[src/rtl/sbi_pkg.sv]
// sbi_pkg: shared types, widths and codes for the stack bytecode interpreter.
// No dependencies; used by every module of the block.

package sbi_pkg;

   localparam int STACK_DEPTH = 128;
   localparam int DATA_W      = 32;
   localparam int SP_W        = $clog2(STACK_DEPTH + 1);
   localparam int ADDR_W      = $clog2(STACK_DEPTH);
   localparam int DEPTH_W     = 8;
   localparam int STATUS_W    = 2;
   localparam int OP_W        = 3;
   localparam int CSR_IDX_W   = 2;
   localparam int DIV_CNT_W   = $clog2(DATA_W);

   // stream payload layout
   localparam int REQ_FIELDS_W   = OP_W + DATA_W;
   localparam int REQ_TDATA_W    = ((REQ_FIELDS_W + 7) / 8) * 8;
   localparam int REQ_LIT_LSB    = OP_W;
   localparam int RSP_FIELDS_W   = DATA_W + DEPTH_W + STATUS_W;
   localparam int RSP_TDATA_W    = ((RSP_FIELDS_W + 7) / 8) * 8;
   localparam int RSP_DEPTH_LSB  = DATA_W;
   localparam int RSP_STATUS_LSB = DATA_W + DEPTH_W;

   // reset values
   localparam logic [DATA_W-1:0] ALLY_HEALTH_RST   = DATA_W'(45);
   localparam logic [DATA_W-1:0] ENEMY_HEALTH_RST  = DATA_W'(32);
   localparam logic [DATA_W-1:0] ALLY_AGILITY_RST  = DATA_W'(7);
   localparam logic [DATA_W-1:0] ALLY_WISDOM_RST   = DATA_W'(11);
   localparam logic [DATA_W-1:0] ENEMY_AGILITY_RST = DATA_W'(4);
   localparam logic [DATA_W-1:0] ENEMY_WISDOM_RST  = DATA_W'(7);

   typedef enum logic [OP_W-1:0] {
      OP_NONE        = 3'd0,
      OP_LITERAL     = 3'd1,
      OP_ADD         = 3'd2,
      OP_DIVIDE      = 3'd3,
      OP_SET_HEALTH  = 3'd4,
      OP_GET_HEALTH  = 3'd5,
      OP_GET_AGILITY = 3'd6,
      OP_GET_WISDOM  = 3'd7
   } op_type;

   typedef enum logic [STATUS_W-1:0] {
      STAT_OK    = 2'd0,
      STAT_UNDER = 2'd1,
      STAT_OVER  = 2'd2,
      STAT_DIVZ  = 2'd3
   } status_type;

   typedef enum logic [CSR_IDX_W-1:0] {
      CSR_ALLY_AGILITY  = 2'd0,
      CSR_ALLY_WISDOM   = 2'd1,
      CSR_ENEMY_AGILITY = 2'd2,
      CSR_ENEMY_WISDOM  = 2'd3
   } csr_index_type;

   localparam logic [DATA_W-1:0] UNIT_ALLY  = DATA_W'(0);
   localparam logic [DATA_W-1:0] UNIT_ENEMY = DATA_W'(1);

endpackage

[src/rtl/sbi_stack_ram.sv]
// sbi_stack_ram: stack word storage, one write and one read port, registered read.
// Depends on sbi_pkg for depth and width.

module sbi_stack_ram (
   input  logic                             clock,
   input  logic                             wr_en,
   input  logic [sbi_pkg::ADDR_W-1:0]       wr_addr,
   input  logic [sbi_pkg::DATA_W-1:0]       wr_data,
   input  logic                             rd_en,
   input  logic [sbi_pkg::ADDR_W-1:0]       rd_addr,
   output logic [sbi_pkg::DATA_W-1:0]       rd_data
);

   logic [sbi_pkg::DATA_W-1:0] mem [sbi_pkg::STACK_DEPTH];
   logic [sbi_pkg::DATA_W-1:0] rd_data_ff;

   always_ff @(posedge clock) begin
      if (wr_en) begin
         mem[wr_addr] <= wr_data;
      end
      if (rd_en) begin
         rd_data_ff <= mem[rd_addr];
      end
   end

   assign rd_data = rd_data_ff;

endmodule

[config.mk]
export PLATFORM = sky130hd
export DESIGN_NAME = sbi_stack_ram
export DESIGN_NICKNAME = d
export VERILOG_FILES = /design/src/rtl/sbi_pkg.sv /design/src/rtl/sbi_stack_ram.sv
export SDC_FILE = /design/constraint.sdc
export NUM_CORES = 2
export LEC_CHECK = 0
export BUFFER_PORTS_ARGS = -buffer_cell sky130_fd_sc_hd__buf_2
export CORE_MARGIN = 8
export CORE_UTILIZATION = 42
export DETAILED_ROUTE_END_ITERATION = 16
export GPL_ROUTABILITY_DRIVEN = 0
export PLACE_DENSITY_LB_ADDON = 0.12
export SYNTH_ARGS = -nofsm -noshare
export SYNTH_HDL_FRONTEND = slang
export SYNTH_SLANG_ARGS = --single-unit
[constraint.sdc]
create_clock -name clock -period 3.9 [get_ports clock]
set_clock_uncertainty 0.2 [all_clocks]
set_input_delay 0.39 -clock clock [delete_from_list [all_inputs] [get_ports clock]]
set_output_delay 0.39 -clock clock [all_outputs]
set_load 0.02 [all_outputs]
==> metrics.yaml <==
avgRoutedWirePerCell_um: 38.2
yosysWarningCount: 0
synthesis.nets: 6039
syn_inst: 5990
synthMuxAreaShare: 0.196
cts_tree: "built"
vdd_drop_max_uv: 360
clock.fmax_ghz: 0.313
io_pins: 81
drcViolationCount: 0
rsz0062_at_grt: "no"
fp-row-count: 224
worstPathMaxFanout: 22
final-max-slew-violation-count: 0
clkTransAtPathRegs_ps: 60
synth-compound-area-share: 0
place_area_mm2: 0.169
fin_setup_tns_ps: 0
finalHoldViolCount: 0
ys_seq_area_frac: 0.792
final_nets: 6719
fin_crit_ps: 3200
synth-seq-cells: 4128
clock-sinks: 4128
syn_to_final_growth_pct: 16.9
yosysUniqueCellTypes: 16
core_region_area_mm2: 0.372
antenna_found_initial: 82
grt_usage: 0.232
first_pass_iters: 6
worstPathArrival_ps: 3670
syn-cell-area_mm2: 0.157
synth_adder_area_share: 0
syn_area_per_cell_um2: 26.1
crit_path_end_kind: "flip-flop"
required_ps: 4370
place_hpwl_mm: 263
grt_overflow_total: 0
max-cap-violations: 0
hold_path.class: "primary input to flip-flop"
drive_gt1_frac: 0.372
grt_max_degree: 129
die_w_um: 627
grt_pass1_vias: 73553
cts.path.max_buffers: 4
initial_utilization: 0.421
wirelength_mm: 461
status: "finished, final reports clean"
finalSetupViolations: 0
holdPathStages: 3
synth-xor-area-share: 0
slew_headroom: 0.155
dr.first_iter.drc_count: 9730
vias_per_cell: 6.03
p_leak_nw: 56.1
grt_pass1_wl_mm: 628
period_share: 0.820
cts_made_buffers: 432
clockRootBuffer: "clkbuf_16"
design_area_mm2: 0.183
start_kind: "primary input"
path_class: "primary input to flip-flop"
reg2reg_depth: 4
tightest_slew_ps: 1270
die_h_um: 627
ant_nets: 0
clkLatencyLatePin_ps: 1020
synth_simple_gate_area_frac: 0.00445
dieArea_mm2: 0.393
synth_top_family_by_area: "multiplexers"
h-tree-depth: 5
io_buffers: 80
num_vias: 72584
ctsResizeCount: 0
power_density_mw_per_mm2: 516
## power breakdown
group          internal [mW]  switching [mW]
registers               49.1           0.181
clock network           22.5            17.2
logic                   2.04            3.34
## per-stage QoR
stage | setup WS [ps] | hold WS [ps] | power [mW] | cells | utilization
6_report | 701 | 70.3 | 94.4 | 12047 | 0.492
5_1_grt | 720 | 54.9 | 96.9 | 12023 | 0.492
4_1_cts | 768 | 1.48 | 95.2 | 11997 | 0.492
2_1_floorplan | 71.3 | 289 | 52.4 | 5990 | -
3_3_place_gp | -263 | 662 | 55.5 | 11165 | 0.454
3_5_place_dp | -278 | 671 | 55.6 | 11165 | 0.454
## path summary, 6_finish.rpt
| path | from | slack (ps) | to |
|---|---|---|---|
| worst min register to register | mem[95][31] | 1010 | rd_data[31] |
| worst max-delay path | wr_addr[1] | 700 | mem[90][10] |
| worst min-delay path | wr_addr[0] | 70 | mem[78][13] |
| worst max register to register | mem[68][23] | 790 | rd_data[23] |
## cells in the final DEF, fill, tap and decap left out, types with 2 or more instances in the layout
cell / instances
buf_12: 206
buf_2: 40
buf_4: 269
buf_8: 3
bufinv_16: 31
clkbuf_1: 88
clkbuf_16: 435
clkinv_1: 119
clkinv_16: 7
clkinv_2: 81
clkinv_8: 6
clkinvlp_4: 9
diode_2: 50
dlygate4sd3_1: 43
edfxtp_1: 4128
inv_16: 8
inv_6: 5
mux2_2: 32
mux4_2: 1344
nand2_1: 11
nand2_2: 3
nand2b_1: 2
nand3_1: 8
nand3_2: 4
nand4_1: 3
nor2_1: 3
nor2_4: 119
nor2b_1: 7
nor3_2: 9
## cells by family after synthesis
logic type / after synthesis
muxes: 1376
buffers and inverters: 316
and+or+nand+nor: 170
DFF: 4128
## timing repair
action                                 in CTS  in global routing
setup buffers                               0                  0
setup endpoints to repair                   0                  0
hold buffers                               43                  0
endpoints found under the hold margin    2374                  0
## synth_stat cells
cell type | number | area share
nand4_1 | 3 | 0.00012
buf_6 | 2 | 0.00014
nor2_1 | 122 | 0.0029
buf_2 | 79 | 0.0025
nor2b_1 | 7 | 0.00028
edfxtp_1 | 4128 | 0.79
buf_1 | 50 | 0.0012
nor3_1 | 9 | 0.00029
nand3_1 | 12 | 0.00038
buf_4 | 3 | 0.00014
mux4_2 | 1344 | 0.19
nand2b_1 | 2 | 0.000080
clkbuf_1 | 182 | 0.0044
mux2_2 | 32 | 0.0023
nand2_1 | 14 | 0.00034
or3_1 | 1 | 0.000040
## state kept, by name, indices dropped and copies added, names as in the netlist
register and count:
rd_data 32, mem 4096
## critical path, stage by stage
cell and delay (ps):
dlygate4sd3_1 650, buf_2 250, nor2b_1 260, dlygate4sd3_1 600, nand2_2 80, dlygate4sd3_1 630, nor2_4 460, buf_12 290
## cell type report
cell class / instances / area, um^2
fill: 29471 / 189000
sequential: 4128 / 124000
multi-input combinational: 1546 / 32300
clock buffer: 523 / 11200
timing repair buffer: 562 / 6830
tap: 4972 / 6220
clock inverter: 266 / 2360
antenna: 50 / 125
## metal layers
metal  vias to the layer above  global-route usage  share of wire
li1                      27918                   -              -
met4                        16              0.0514          0.024
met3                       543              0.0367          0.074
met1                     41094               0.336           0.42
met5                         -                   0        0.00021
met2                      3013               0.376           0.48
(Power assumes the default switching activity.)
