<file path="src/rtl/sbi_pkg.sv">
// sbi_pkg: shared types, widths and codes for the stack bytecode interpreter.
// No dependencies; used by every module of the block.

package sbi_pkg;

   localparam int STACK_DEPTH = 128;
   localparam int DATA_W      = 32;
   localparam int SP_W        = $clog2(STACK_DEPTH + 1);
   localparam int ADDR_W      = $clog2(STACK_DEPTH);
   localparam int DEPTH_W     = 8;
   localparam int STATUS_W    = 2;
   localparam int OP_W        = 3;
   localparam int CSR_IDX_W   = 2;
   localparam int DIV_CNT_W   = $clog2(DATA_W);

   // stream payload layout
   localparam int REQ_FIELDS_W   = OP_W + DATA_W;
   localparam int REQ_TDATA_W    = ((REQ_FIELDS_W + 7) / 8) * 8;
   localparam int REQ_LIT_LSB    = OP_W;
   localparam int RSP_FIELDS_W   = DATA_W + DEPTH_W + STATUS_W;
   localparam int RSP_TDATA_W    = ((RSP_FIELDS_W + 7) / 8) * 8;
   localparam int RSP_DEPTH_LSB  = DATA_W;
   localparam int RSP_STATUS_LSB = DATA_W + DEPTH_W;

   // reset values
   localparam logic [DATA_W-1:0] ALLY_HEALTH_RST   = DATA_W'(45);
   localparam logic [DATA_W-1:0] ENEMY_HEALTH_RST  = DATA_W'(32);
   localparam logic [DATA_W-1:0] ALLY_AGILITY_RST  = DATA_W'(7);
   localparam logic [DATA_W-1:0] ALLY_WISDOM_RST   = DATA_W'(11);
   localparam logic [DATA_W-1:0] ENEMY_AGILITY_RST = DATA_W'(4);
   localparam logic [DATA_W-1:0] ENEMY_WISDOM_RST  = DATA_W'(7);

   typedef enum logic [OP_W-1:0] {
      OP_NONE        = 3'd0,
      OP_LITERAL     = 3'd1,
      OP_ADD         = 3'd2,
      OP_DIVIDE      = 3'd3,
      OP_SET_HEALTH  = 3'd4,
      OP_GET_HEALTH  = 3'd5,
      OP_GET_AGILITY = 3'd6,
      OP_GET_WISDOM  = 3'd7
   } op_type;

   typedef enum logic [STATUS_W-1:0] {
      STAT_OK    = 2'd0,
      STAT_UNDER = 2'd1,
      STAT_OVER  = 2'd2,
      STAT_DIVZ  = 2'd3
   } status_type;

   typedef enum logic [CSR_IDX_W-1:0] {
      CSR_ALLY_AGILITY  = 2'd0,
      CSR_ALLY_WISDOM   = 2'd1,
      CSR_ENEMY_AGILITY = 2'd2,
      CSR_ENEMY_WISDOM  = 2'd3
   } csr_index_type;

   localparam logic [DATA_W-1:0] UNIT_ALLY  = DATA_W'(0);
   localparam logic [DATA_W-1:0] UNIT_ENEMY = DATA_W'(1);

endpackage

</file>
<file path="src/rtl/sbi_divider.sv">
// sbi_divider: signed 32-bit divide, truncating toward zero, one quotient bit per cycle.
// Depends on sbi_pkg for widths. Divisor must be nonzero at start.

module sbi_divider (
   input  logic                       clock,
   input  logic                       reset,
   input  logic                       start,
   input  logic [sbi_pkg::DATA_W-1:0] dividend,
   input  logic [sbi_pkg::DATA_W-1:0] divisor,
   output logic                       busy,
   output logic [sbi_pkg::DATA_W-1:0] quotient
);

   localparam int W = sbi_pkg::DATA_W;

   logic               busy_ff, busy_in;
   logic [sbi_pkg::DIV_CNT_W-1:0] cnt_ff, cnt_in;
   logic [W-1:0]       rem_ff, rem_in;
   logic [W-1:0]       quo_ff, quo_in;
   logic [W-1:0]       dvs_ff, dvs_in;
   logic               neg_ff, neg_in;
   logic [W:0]         shifted;
   logic [W:0]         diff;

   always_comb begin
      busy_in = busy_ff;
      cnt_in  = cnt_ff;
      rem_in  = rem_ff;
      quo_in  = quo_ff;
      dvs_in  = dvs_ff;
      neg_in  = neg_ff;
      shifted = {rem_ff, quo_ff[W-1]};
      diff    = shifted - {1'b0, dvs_ff};
      if (start) begin
         busy_in = 1'b1;
         cnt_in  = '0;
         rem_in  = '0;
         neg_in  = dividend[W-1] ^ divisor[W-1];
         quo_in  = dividend[W-1] ? (W'(0) - dividend) : dividend;
         dvs_in  = divisor[W-1] ? (W'(0) - divisor) : divisor;
      end else if (busy_ff) begin
         // restoring step: quotient bit set when the trial subtract stays non-negative
         if (!diff[W]) begin
            rem_in = diff[W-1:0];
            quo_in = {quo_ff[W-2:0], 1'b1};
         end else begin
            rem_in = shifted[W-1:0];
            quo_in = {quo_ff[W-2:0], 1'b0};
         end
         cnt_in = cnt_ff + sbi_pkg::DIV_CNT_W'(1);
         if (cnt_ff == sbi_pkg::DIV_CNT_W'(W - 1)) begin
            busy_in = 1'b0;
         end
      end
   end

   always_ff @(posedge clock) begin
      if (reset) begin
         busy_ff <= 1'b0;
      end else begin
         busy_ff <= busy_in;
      end
      cnt_ff <= cnt_in;
      rem_ff <= rem_in;
      quo_ff <= quo_in;
      dvs_ff <= dvs_in;
      neg_ff <= neg_in;
   end

   assign busy     = busy_ff;
   assign quotient = neg_ff ? (W'(0) - quo_ff) : quo_ff;

endmodule

</file>
<file path="config.mk">
export PLATFORM = sky130hd
export DESIGN_NAME = sbi_divider
export DESIGN_NICKNAME = d
export VERILOG_FILES = /design/src/rtl/sbi_pkg.sv /design/src/rtl/sbi_divider.sv
export SDC_FILE = /design/constraint.sdc
export NUM_CORES = 1
export LEC_CHECK = 0
export BUFFER_PORTS_ARGS = -buffer_cell sky130_fd_sc_hd__buf_2
export CORE_ASPECT_RATIO = 0.6
export CORE_MARGIN = 3
export CORE_UTILIZATION = 44
export CTS_BUF_LIST = sky130_fd_sc_hd__clkbuf_2 sky130_fd_sc_hd__clkbuf_4 sky130_fd_sc_hd__clkbuf_8
export CTS_CLUSTER_DIAMETER = 30
export DETAILED_ROUTE_END_ITERATION = 8
export GPL_ROUTABILITY_DRIVEN = 0
export PLACE_DENSITY = 0.74
export SLEW_MARGIN = 5
export SYNTH_ARGS = -nofsm -noshare
export SYNTH_HDL_FRONTEND = slang
export SYNTH_SLANG_ARGS = --single-unit
</file>
<file path="constraint.sdc">
create_clock -name clock -period 3.77 [get_ports clock]
set_clock_uncertainty 0.2 [all_clocks]
set_input_delay 0.1885 -clock clock [delete_from_list [all_inputs] [get_ports clock]]
set_output_delay 0.1885 -clock clock [all_outputs]
set_load 0.02 [all_outputs]
</file>
==> impl_metrics.csv <==
group,metric,value,unit
place,placed_cell_area,8250,µm²
drt,drt-met1-wl,9.97,mm
setup_path,crit_family,"simple AND/OR/NAND/NOR gates",
drt,ant_nets,0,
sta,finalSetupViolations,0,
setup_path,crit_type,"in -> reg",
sta,finalCritPeriodShare,96.7,%
clock_network,cts_max_path_buffers,2,
pwr,power,0.00353,W
setup_path,max_stage_delay,0.54,ns
logic_synthesis,netlist_top_cells_area,"edfxtp_1 26%, dfxtp_1 10%, xnor2_1 9.1%",
logic_synthesis,yosysWarnings,0,
final_layout,diodes,0,
grt,grt_pass1_vias,6025,
setup_path,r2r_end,"rem_ff[9]$_SDFFE_PP0P_",
logic_synthesis,synth-seq-cells,103,
pwr,vdd_ir_drop_max,0.000184,V
clock_network,clk_latency,0.40,ns
setup_path,critPathCaptureType,"register",
grt,grt_max_degree,86,
logic_synthesis,synth_top_area_share,26.1,%
drt,drtPass1Iterations,5,
setup_path,r2r_slack,0.23,ns
die,num_io_pins,100,
logic_synthesis,syn_nets,968,
clock_network,clk_pin_slew,0.10,ns
final_layout,area_delta_synth_final,22.7,%
sta,fin_ws,0.126,ns
die,core,16400,µm²
setup_path,required,3.72,ns
drt,maxUsedRoutingLayer,"met4",
run,maxCapViolCount,0,
drt,route.detailed.drc,0,
final_layout,finish.net_count,1111,
final_layout,postLayoutCellArea,9180,µm²
worst_hold_path,hold_path.startpoint,"dividend[5]",
logic_synthesis,synthCells,863,
logic_synthesis,synthFlopType,"edfxtp_1",
logic_synthesis,synth.cell_area,7480,µm²
pwr,p_leak,3.69,nW
sta,max_slew_margin,30.3,%
sta,rsz0062_at_grt,"true",
worst_hold_path,whs_endpoint,"quo_ff[5]$_DFFE_PP_",
worst_hold_path,hold-path-cell-count,3,
logic_synthesis,muxShareOfSynthArea,0.401,%
logic_synthesis,yosysUniqueCellTypes,52,
logic_synthesis,synth_top_family_by_area,"compound AO/OA/AOI/OAI gates",
grt,grt_first_pass_wirelength,31.0,mm
sta,fin_tns_setup,0,ns
clock_network,cts.sinks,103,
setup_path,reg2reg_depth,14,
drt,viasPerCell,5.51,
drt,via_count,6827,
logic_synthesis,synth_edf_count,65,
clock_network,clock-root-buffer,"clkbuf_8",
setup_path,worstPathMaxFanout,4,
setup_path,crit_chain,"dlygate4sd3_1, buf_2, nor3_2, nand2_1, or3_1, or2_1, or3_4, or3_1, or4_1, or2_1, o31ai_2, xnor2_1",
setup_path,critPathArrivalTime,3.60,ns
place,hpwl,13.5,mm
drt,wl_met3,1.54,mm
logic_synthesis,ys_seq_area_share,36.3,%
logic_synthesis,yosys.area.top_type,"edfxtp_1",
die,die_area,18700,µm²
sta,hold_viol_final,0,
logic_synthesis,synth-compound-area-share,20.9,%
status,status,"complete, no violations",
setup_path,crit_path_top_delay_cell,"dlygate4sd3_1",
logic_synthesis,synth_fa_ha_area_share,6.46,%
drt,avgRoutedWirePerCell,15.9,µm
final_layout,final_util,55.8,%
grt,antenna_found_initial,0,
die,die_x,174,µm
place,io_buffers,99,
logic_synthesis,synthArstFlopShare,0,%
clock_network,cts_buffers,9,
sta,worstMarginPinSlew,1.05,ns
worst_hold_path,hp-class,"in -> reg",
die,dieHeight,107,µm
clock_network,cts_tree,"built",
setup_path,crit-reg2reg-launch,"dvs_ff[0]$_DFFE_PP_",
final_layout,drive_above_1_share,16.6,%
die,rows,36,
grt,track_usage,20.6,%
sta,min_period,3.64,ns
setup_path,cp-start-kind,"input pin",
pwr,p_per_area,384,nW/µm²
drt,routed_wl,19.7,mm
grt,grt.overflow.total,0,
logic_synthesis,avgSynthCellArea,8.67,µm²
logic_synthesis,synth-simple-area-share,17.5,%
die,start_util,45.5,%
setup_path,cp.buffers_inverters,2,
logic_synthesis,synth_xor_area_share,13.9,%
place,place_ws,0.191,ns
clock_network,htreeDepth,3,
sta,fmax,0.274,GHz
sta,drv_slew,0,
drt,drt-initial-drc-count,533,
drt,met2_wirelength,7.97,mm
-- report_power, final --
group	total, W	internal (W)	switching (W)
logic	0.00130	0.000553	0.000749
registers	0.00145	0.00133	0.000117
clock network	0.000772	0.000329	0.000444
-- registers in the layout (all words and copies together), names as in the netlist --
| register | cells |
|---|---|
| dvs_ff | 32 |
| quo_ff | 32 |
| rem_ff | 32 |
| neg_ff | 1 |
| cnt_ff | 5 |
| busy | 1 |
-- how the worst max path moves through the flow --
stage                               from                 endpoint  slack (ns)  cells past startpoint
detailed placement            divisor[1]     dvs_ff[28]$_DFFE_PP_        0.19                     12
finish                        divisor[0]     dvs_ff[29]$_DFFE_PP_        0.13                     12
CTS                  quo_ff[1]$_DFFE_PP_             quotient[28]        0.02                     10
floorplan           quo_ff[31]$_DFFE_PP_  rem_ff[21]$_SDFFE_PP0P_        0.27                     14
global route         quo_ff[1]$_DFFE_PP_             quotient[28]       -0.02                     10
global placement              divisor[0]     dvs_ff[28]$_DFFE_PP_        0.26                     12
-- what timing repair did --
item                                    CTS  global route
hold buffers                             51             0
gates cloned                              0             1
gates resized for setup                   4            20
setup buffers                             1             7
pin swaps                                 0             1
endpoints found under the hold margin    49             0
endpoints found under the setup margin    4            20
-- cell usage in the layout (no fill, tap or decap), drive strengths merged, types with 7 or more instances in the layout --
cell | Yosys | layout
buf | 4 | 119
o21ai | 48 | 48
dlygate4sd3 | 0 | 51
o211ai | 8 | 8
ha | 37 | 37
clkbuf | 35 | 10
nand2b | 13 | 13
nand3 | 8 | 8
a311oi | 26 | 26
or3 | 22 | 22
a21o | 18 | 18
inv | 49 | 52
o31ai | 24 | 24
nor2 | 84 | 84
edfxtp | 65 | 65
nor2b | 7 | 7
a21oi | 65 | 65
or4 | 18 | 18
dfxtp | 38 | 38
nand2 | 100 | 100
nand4 | 8 | 8
xnor2 | 78 | 78
xor2 | 41 | 41
o41ai | 14 | 14
-- worst reg2reg max path, cell delays in order, from the launching register on --
cell       delay, ns
edfxtp_1        0.50
ha_1            0.27
fa_1            0.41
nor2b_1         0.17
o31a_1          0.14
o21ai_1         0.12
o31ai_1         0.24
buf_4           0.17
a31oi_1         0.11
o21ai_0         0.17
buf_4           0.17
xor2_4          0.22
clkbuf_16       0.23
nand2_1         0.07
a311oi_1        0.27
-- cell type report --
class | instances | area [µm²]
Multi-Input combinational cell | 672 | 4570
Fill cell | 1471 | 7260
Inverter | 49 | 184
Tap cell | 228 | 285
Clock inverter | 7 | 97.6
Timing Repair Buffer | 171 | 1210
Clock buffer | 9 | 124
Sequential cell | 103 | 2710
-- logic make-up (layout without fill, tap and decap cells) --
| kind of cell | count (synthesis) | after routing |
|---|---|---|
| compound gates | 235 | 235 |
| simple gates | 277 | 277 |
| buf+inv | 88 | 236 |
| fa+ha+maj | 38 | 38 |
| flops | 103 | 103 |
| xor+xnor | 119 | 119 |
| mux | 3 | 3 |
-- cell usage after synthesis (all sizes together), types with 2 or more instances --
| master | count |
|---|---|
| nand3 | 8 |
| o211ai | 8 |
| ha | 37 |
| a31oi | 6 |
| clkbuf | 35 |
| a21o | 18 |
| nor4 | 3 |
| nand2 | 100 |
| nor2 | 84 |
| or4 | 18 |
| o31ai | 24 |
| xor2 | 41 |
| nand2b | 13 |
| a311oi | 26 |
| o41ai | 14 |
| nand4 | 8 |
| o21bai | 3 |
| or3 | 22 |
| xnor2 | 78 |
| o31a | 3 |
| a211o | 2 |
| o21ai | 48 |
| edfxtp | 65 |
| inv | 49 |
| nor3 | 4 |
| nor2b | 7 |
| a211oi | 5 |
| o21a | 4 |
| buf | 4 |
| a21oi | 65 |
| a41oi | 2 |
| mux2i | 3 |
| or2 | 6 |
| dfxtp | 38 |
-- per-stage QoR --
step                      hold WS [ns]  std cells
after floorplan                 0.0609        863
after global placement           0.193       1163
after detailed placement         0.173       1163
after CTS                      0.00149       1231
after global routing           0.00890       1239
final                           0.0351       1239
-- layer usage --
| layer | up-vias | track usage (%) |
|---|---|---|
| li1 | 3407 | - |
| met1 | 3143 | 31.5 |
| met2 | 252 | 28.7 |
| met3 | 25 | 4.39 |
| met4 | 0 | 5.96 |
| met5 | - | 0 |
Note: power is estimated with default switching activity, not from simulation.
